==> config.mk <==
export PLATFORM = sky130hd
export DESIGN_NAME = lrucc_cell
export DESIGN_NICKNAME = d
export VERILOG_FILES = /design/src/design/lru_compacting_image_cache_macros.svh /design/src/design/lrucc_pkg.sv /design/src/design/lrucc_cell.sv
export SDC_FILE = /design/constraint.sdc
export NUM_CORES = 1
export LEC_CHECK = 0
export ABC_AREA = 1
export BUFFER_PORTS_ARGS = -buffer_cell sky130_fd_sc_hd__buf_4
export CORE_MARGIN = 2
export CORE_UTILIZATION = 42
export CTS_CLUSTER_DIAMETER = 40
export CTS_CLUSTER_SIZE = 16
export DETAILED_ROUTE_END_ITERATION = 6
export GPL_TIMING_DRIVEN = 1
export HOLD_SLACK_MARGIN = 0.08
export PLACE_DENSITY = 0.91
export SLEW_MARGIN = 10
export SYNTH_ARGS = -nofsm -noshare
export SYNTH_HDL_FRONTEND = slang
export SYNTH_SLANG_ARGS = --single-unit
==> constraint.sdc <==
create_clock -name clock -period 4.5 [get_ports clock]
set_input_delay 0.9 -clock clock [delete_from_list [all_inputs] [get_ports clock]]
set_output_delay 0.9 -clock clock [all_outputs]
set_load 0.01 [all_outputs]
==> src/design/lru_compacting_image_cache_macros.svh <==
// assertion macros for the lru compacting image cache
// used by the top level only, needs nothing else
`ifndef LRU_COMPACTING_IMAGE_CACHE_MACROS_SVH
`define LRU_COMPACTING_IMAGE_CACHE_MACROS_SVH

// same-cycle implication
`define LRUCC_ASSERT_NOW(label, clk, rst, ante, cons) \
   label: assert property (@(posedge clk) disable iff (rst) (ante) |-> (cons)) \
      else $error("lrucc assertion failed");

// next-cycle implication
`define LRUCC_ASSERT_NEXT(label, clk, rst, ante, cons) \
   label: assert property (@(posedge clk) disable iff (rst) (ante) |=> (cons)) \
      else $error("lrucc assertion failed");

`endif

==> src/design/lrucc_pkg.sv <==
// shared types, constants and helpers for the lru compacting image cache
// no dependencies
package lrucc_pkg;

   localparam int MAX_ENTRIES       = 256;
   localparam int IDX_W             = $clog2(MAX_ENTRIES);
   localparam int CNT_W             = IDX_W + 1;
   localparam int HEADER_BYTES      = 16;
   localparam int FORCE_LIMIT_BYTES = 96 * 1024;
   localparam int MIN_STORE_BYTES   = 4096;
   localparam int MAX_STORE_BYTES   = 16777216;
   localparam int BYTES_W           = 25;
   localparam int ROUND_MASK        = 31;

   typedef enum logic [2:0] {
      ST_HIT       = 3'd0,
      ST_INSERTED  = 3'd1,
      ST_NO_CACHE  = 3'd2,
      ST_TOO_SMALL = 3'd3,
      ST_TOO_LARGE = 3'd4,
      ST_NO_SPACE  = 3'd5
   } status_type;

   typedef struct packed {
      logic [7:0]  request_index;
      logic [23:0] payload_size;
      logic        is_buffered;
   } req_type;

   typedef struct packed {
      status_type  status;
      logic [23:0] entry_offset;
      logic [8:0]  evicted_count;
      logic [24:0] free_after;
   } rsp_type;

   typedef struct packed {
      logic [7:0]  image;
      logic [23:0] payload;
      logic [31:0] stamp;
      logic        protect;
   } entry_type;

   typedef struct packed {
      logic rotate;
      logic shift;
      logic write;
   } cell_ctl_type;

   // payload rounded up to a multiple of 32 bytes plus the header
   function automatic logic [BYTES_W-1:0] footprint(input logic [23:0] payload);
      logic [BYTES_W-1:0] rounded;
      rounded = ({1'b0, payload} + BYTES_W'(ROUND_MASK)) & ~BYTES_W'(ROUND_MASK);
      return rounded + BYTES_W'(HEADER_BYTES);
   endfunction

endpackage

==> src/design/lrucc_cell.sv <==
// one table slot of the entry chain
// depends on lrucc_pkg
module lrucc_cell
   import lrucc_pkg::*;
(
   input  logic               clock,
   input  logic [IDX_W-1:0]   my_index,
   input  cell_ctl_type       ctl,
   input  logic [IDX_W-1:0]   victim,
   input  logic [CNT_W-1:0]   count,
   input  entry_type          nbr_in,
   input  entry_type          wr_in,
   output entry_type          ent_out
);

   entry_type ent_ff;

   always_ff @(posedge clock) begin
      if (ctl.rotate) begin
         ent_ff <= nbr_in;
      end else if (ctl.shift && (my_index >= victim)) begin
         // close the gap left by the victim
         ent_ff <= nbr_in;
      end else if (ctl.write && ({1'b0, my_index} == count)) begin
         ent_ff <= wr_in;
      end
   end

   assign ent_out = ent_ff;

endmodule

==> flow_metrics.py, run 1 <==
metrics = {
    "setup_path": {
        "crit_type": "in2reg",
        "endpoint": "ent_out[63]$_DFFE_PP_",
        "critical_path.startpoint": "my_index[7]",
        "worstSetupStartpointType": "input pin",
        "crit_fanout": 45,
        "required_ns": 4.50,
        "cp.arrival_ns": 2.61,
        "cp-end-kind": "flop",
    },
    "cells_and_area": {
        "multi_input_area_sq_mm": 0.00112,
        "final_cell_mix": "226 x buf_4, 132 x nand2_1, 67 x nand3_1",
        "largest_register_ffs": 65,
        "fin_area_sq_mm": 0.00513,
        "fillers": 561,
        "final_net_count": 723,
        "drive_gt1_share_pct": 45.6,
        "areaGrowthSynthToFinish_pct": 57.0,
        "diodes": 0,
        "seqCellArea_sq_mm": 0.00195,
        "mostFrequentLayoutCell": "buf_4",
    },
    "power": {
        "p_switching_w": 0.000441,
        "swShare_pct": 26.9,
        "seqPwrFrac_pct": 48.9,
        "clkPwrFrac_pct": 23.5,
        "p_int_w": 0.00120,
        "p_comb_share_pct": 27.6,
        "peakVddDrop_mv": 0.191,
        "powerDensity_mw_per_mm2": 320,
        "p_leak_nw": 2.61,
    },
    "routing": {
        "routed_wl_mm": 9.30,
        "dr.pass1.iters": 4,
        "via_count": 3243,
        "drt_iter0_drc": 136,
        "vias_per_cell": 4.91,
        "drc": 0,
        "wire_per_inst_microns": 14.1,
        "detail-route-antenna-nets": 0,
    },
    "global_route": {
        "overflow": 0,
        "grt_pass1_wl_mm": 14.3,
        "grt_max_degree": 66,
        "grt_pass1_vias": 3124,
        "antenna_found_initial": 0,
        "track_usage_pct": 21.6,
    },
    "yosys": {
        "synth_area_leaders": "edfxtp_1 60%, nand2_1 15%, nand3_1 10%, ha_1 3.1%, nand2_2 2.1%",
        "synthCells": 339,
        "netlist_area_sq_mm": 0.00327,
        "yosysTopAreaCellShare_pct": 59.7,
        "ys_seq_area_share_pct": 59.7,
        "synth_seq_cells": 65,
        "syn_area_per_cell_sq_um": 9.64,
        "syn-num-nets": 506,
        "synthDistinctLibCells": 26,
        "ys_warn_count": 0,
        "yosysTopAreaCell": "edfxtp_1",
    },
    "floorplanning": {
        "start_util_pct": 42.7,
        "die_w_microns": 92.2,
        "core_sq_mm": 0.00765,
        "die_h_microns": 92.2,
        "io_pins": 224,
        "num_rows": 32,
        "die-area_sq_mm": 0.00850,
    },
    "place": {
        "dpl-instance-area_sq_mm": 0.00498,
        "gp_congestion": 0.901,
        "pre_cts_ws_ns": 1.56,
        "io_buffers": 223,
        "hpwlAfterDp_mm": 7.00,
    },
    "timing": {
        "setup_viol": 0,
        "fin_crit_ns": 2.61,
        "worstMarginPinSlew_ns": 0.711,
        "clock.fmax_mhz": 383,
        "slew_viol_final": 0,
        "rsz0062_at_grt": "false",
        "fin_crit_sh_pct": 58.0,
        "final-hold-violation-count": 0,
        "finalSetupTns_ns": 0,
        "slew_headroom_pct": 52.6,
        "layout_setup_ws_ns": 1.89,
    },
    "run_status": {
        "outcome": "finished, final reports clean",
    },
    "cts": {
        "cts_resized": 0,
        "cts-root-buf": "clkbuf_8",
        "path_clk_slew_ns": 0.07,
        "numCtsBuffers": 9,
        "post_cts_buffers": 0,
        "htree_num_levels": 3,
        "cts_max_path_buffers": 2,
        "postCtsHoldBufs": 0,
        "cts_tree": "done",
        "cts.sinks": 65,
    },
    "flow_run": {
        "max_cap_viol_count": 0,
    },
    "hold_path": {
        "hold_path_class": "in2reg",
    },
}
-- kinds of logic (layout without fill, tap and decap cells) --
group / count (synthesis) / after routing / share of synthesized area [%]
compound gates: 7 / 7 / 1.34
xor+xnor: 4 / 4 / 1.07
fa+ha+maj: 8 / 8 / 3.06
buf+inv: 37 / 257 / 5.94
flops: 65 / 65 / 59.7
simple gates: 218 / 218 / 28.8
-- layer usage --
layer	wire, microns	GRT usage, %
met4	285	9.95
met2	4790	39.6
met1	3330	22.3
met3	893	6.66
met5	0	0
-- through the flow --
step	power, W	hold WS, ns	util (%)	std cells
global route	0.00173	0.823	67.1	661
floorplan	0.000999	1.07	-	339
detailed placement	0.00127	1.17	65.1	647
finish	0.00164	0.834	67.1	661
global placement	0.00126	1.16	65.1	647
CTS	0.00166	0.815	67.1	661
-- critical path, cell delays in order --
cell and delay, ns:
buf_4 0.12, ha_1 0.29, nand2_1 0.08, nor2_2 0.13
nand4_1 0.09, nand3_1 0.12, nand2_2 0.06, nand2_2 0.07
inv_2 0.03, nand2_2 0.37, buf_12 0.31
-- final cells by class --
type                       instances  area share (%)
inverter                          16            1.17
sequential                        65            38.1
clock inverter                     5           0.488
tap                              102            2.49
timing repair buffer             227            33.5
clock buffer                       9            2.42
multi-input combinational        237            21.9
-- cell usage after synthesis --
| cell | count |
|---|---|
| edfxtp_1 | 65 |
| buf_2 | 8 |
| buf_6 | 4 |
| nand3b_1 | 1 |
| nand4_1 | 1 |
| a21o_1 | 1 |
| a21oi_1 | 3 |
| clkbuf_1 | 4 |
| inv_1 | 15 |
| ha_1 | 8 |
| buf_1 | 3 |
| xnor2_1 | 1 |
| nor2_1 | 2 |
| a211oi_1 | 1 |
| o211ai_1 | 1 |
| xor2_1 | 3 |
| nand2_2 | 11 |
| nand2_1 | 133 |
| buf_4 | 1 |
| inv_2 | 1 |
| buf_8 | 1 |
| nand3_1 | 67 |
| o22ai_1 | 1 |
| nor3_1 | 1 |
| nor2_2 | 1 |
| or2_2 | 1 |
-- power by group through the flow --
stage	clock network [W]	logic, W	registers [W]
3_5_place_dp	0	0.000457	0.000817
6_report	0.000386	0.000454	0.000803
5_1_grt	0.000424	0.000493	0.000814
4_1_cts	0.000400	0.000458	0.000805
3_3_place_gp	0	0.000446	0.000813
2_1_floorplan	0	0.000134	0.000865
-- worst min path at each step --
stage	startpoint	end	slack [ns]	depth (start not counted)
floorplan	nbr_in[55]	ent_out[55]$_DFFE_PP_	1.07	2
global placement	nbr_in[59]	ent_out[59]$_DFFE_PP_	1.16	3
detailed placement	nbr_in[39]	ent_out[39]$_DFFE_PP_	1.17	3
CTS	nbr_in[39]	ent_out[39]$_DFFE_PP_	0.82	3
global route	nbr_in[39]	ent_out[39]$_DFFE_PP_	0.82	3
finish	nbr_in[39]	ent_out[39]$_DFFE_PP_	0.83	3
(Power assumes the default switching activity.)
==> inputs of run 2 (changes only) <==
--- a/config.mk
+++ b/config.mk
@@ -8,13 +8,13 @@
 export ABC_AREA = 1
 export BUFFER_PORTS_ARGS = -buffer_cell sky130_fd_sc_hd__buf_4
 export CORE_MARGIN = 2
-export CORE_UTILIZATION = 42
+export CORE_UTILIZATION = 38
 export CTS_CLUSTER_DIAMETER = 40
 export CTS_CLUSTER_SIZE = 16
 export DETAILED_ROUTE_END_ITERATION = 6
 export GPL_TIMING_DRIVEN = 1
 export HOLD_SLACK_MARGIN = 0.08
-export PLACE_DENSITY = 0.91
+export PLACE_DENSITY = 0.87
 export SLEW_MARGIN = 10
 export SYNTH_ARGS = -nofsm -noshare
 export SYNTH_HDL_FRONTEND = slang
==> constraint.sdc (replaced) <==
create_clock -name clock -period 2.2 [get_ports clock]
set_input_delay 0.44 -clock clock [delete_from_list [all_inputs] [get_ports clock]]
set_output_delay 0.44 -clock clock [all_outputs]
set_load 0.01 [all_outputs]
==> flow_metrics.py, run 2 (same netlist as run 1, synthesis figures left out) <==
metrics = {
    "setup_path": {
        "cp.arrival_ns": 1.85,
        "required_ns": 2.23,
        "critical_path.startpoint": "my_index[7]",
        "slowest_delay_ns": 0.29,
        "cp-end-kind": "flop",
        "path_cells": "buf_4, ha_1, nand2_1, nor2_2, nand4_1, nand3_1, nand2_2, nand2_2, inv_2, nand2_8, buf_12",
        "crit_fanout": 22,
        "cpMostUsedCell": "nand2_2",
        "crit_type": "in2reg",
        "slowest_stage": "ha_1",
        "worstSetupStartpointType": "input pin",
    },
    "cells_and_area": {
        "final_net_count": 730,
        "finish.utilization_pct": 64.4,
        "final_cell_mix": "231 x buf_4, 132 x nand2_1, 67 x nand3_1",
        "mostFrequentLayoutCell": "buf_4",
        "largest_register_ffs": 65,
        "drive_gt1_share_pct": 46.7,
        "diodes": 0,
        "areaGrowthSynthToFinish_pct": 62.7,
        "fillers": 688,
    },
    "floorplanning": {
        "start_util_pct": 39.6,
        "io_pins": 224,
        "core_sq_mm": 0.00826,
        "die-area_sq_mm": 0.00935,
        "num_rows": 33,
        "die_w_microns": 96.7,
        "die_h_microns": 96.7,
    },
    "global_route": {
        "antenna_found_initial": 0,
        "track_usage_pct": 20.5,
        "grt_max_degree": 43,
        "grt_pass1_wl_mm": 15.4,
        "grt_pass1_vias": 3305,
        "overflow": 0,
    },
    "timing": {
        "final-hold-violation-count": 0,
        "slew_headroom_pct": 72.2,
        "setup_viol": 0,
        "rsz0062_at_grt": "false",
        "slew_viol_final": 0,
        "worstMarginPinSlew_ns": 0.417,
        "fin_crit_sh_pct": 82.5,
        "finalSetupTns_ns": 0,
        "fin_crit_ns": 1.82,
        "fin_hold_ws_ns": 0.367,
        "clock.fmax_mhz": 551,
    },
    "power": {
        "seqPwrFrac_pct": 43.1,
        "clkPwrFrac_pct": 31.7,
        "p_comb_share_pct": 25.2,
        "peakVddDrop_mv": 0.454,
        "power_w": 0.00381,
        "p_leak_nw": 2.69,
        "swShare_pct": 25.2,
        "p_int_w": 0.00285,
        "powerDensity_mw_per_mm2": 716,
        "p_switching_w": 0.000961,
    },
    "routing": {
        "wire_per_inst_microns": 14.4,
        "topRoutingLayerUsed": "met4",
        "via_count": 3232,
        "routed_wl_mm": 9.66,
        "drt_iter0_drc": 120,
        "vias_per_cell": 4.80,
        "detail-route-antenna-nets": 0,
        "drc": 0,
        "wirelength_met1_mm": 3.36,
        "wl_met3_microns": 798,
        "dr.pass1.iters": 4,
        "met2_length_mm": 5.09,
    },
    "cts": {
        "cts_max_path_buffers": 2,
        "post_cts_buffers": 0,
        "numCtsBuffers": 9,
        "cts-root-buf": "clkbuf_8",
        "postCtsHoldBufs": 0,
        "path_clk_slew_ns": 0.08,
        "htree_num_levels": 3,
        "cts_resized": 0,
        "cts.sinks": 65,
        "cts_tree": "done",
    },
    "hold_path": {
        "hold_path_class": "in2reg",
        "min-delay-start": "nbr_in[36]",
    },
    "place": {
        "hpwlAfterDp_mm": 7.94,
        "gp_congestion": 0.924,
        "io_buffers": 223,
    },
    "flow_run": {
        "max_cap_viol_count": 0,
    },
    "run_status": {
        "outcome": "finished, final reports clean",
    },
}
-- run 2: cell types whose count changed in the layout (fill, tap and decap cells not counted) --
cell        delta
buf_4          +5
bufinv_16      +3
inv_6          +1
clkinvlp_4     +1
buf_12         +2
clkinv_2       -2
nand2_2        -1
nand2_8        +1
clkinv_1       -1
-- run 2: final cells by class --
type                       instances  area (sq um)  share of cell area (%)
tap                              105           131                    2.47
clock buffer                       9           124                    2.33
sequential                        65          1950                    36.7
inverter                          16          60.1                    1.13
multi-input combinational        237          1140                    21.4
timing repair buffer             234          1790                    33.7
clock inverter                     7           118                    2.21
-- run 2: power by group through the flow --
stage                     clock, W  sequential (W)  combinational (W)
after global routing       0.00128         0.00166            0.00104
after CTS                  0.00123         0.00164           0.000971
final                      0.00121         0.00164           0.000959
after floorplan                  0         0.00176           0.000278
after global placement           0         0.00166           0.000942
after detailed placement         0         0.00167           0.000969
-- run 2: worst max-delay path: cells and delay by family --
family	cells	cell delay, ns
buf+inv	3	0.38
simple gates	7	0.75
fa+ha+maj	1	0.29
-- run 2: stage by stage --
stage	cell area, sq um	worst slack, ns	instances
after floorplan	3280	0.00514	339
after global placement	5070	0.135	657
after detailed placement	5070	0.0503	657
after CTS	5320	0.398	673
after global routing	5320	0.253	673
final	5320	0.385	673
-- run 2: worst paths after layout --
| kind | endpoint | slack (ns) | depth (start not counted) |
|---|---|---|---|
| setup / recovery | ent_out[14]$_DFFE_PP_ | 0.38 | 11 |
| hold / removal | ent_out[36]$_DFFE_PP_ | 0.37 | 3 |
-- run 2: metal layers --
metal | up-vias | global-route usage, %
met2 | 187 | 37.2
met4 | 0 | 11.2
met3 | 42 | 6.14
li1 | 1587 | -
met5 | - | 0
met1 | 1416 | 21.1
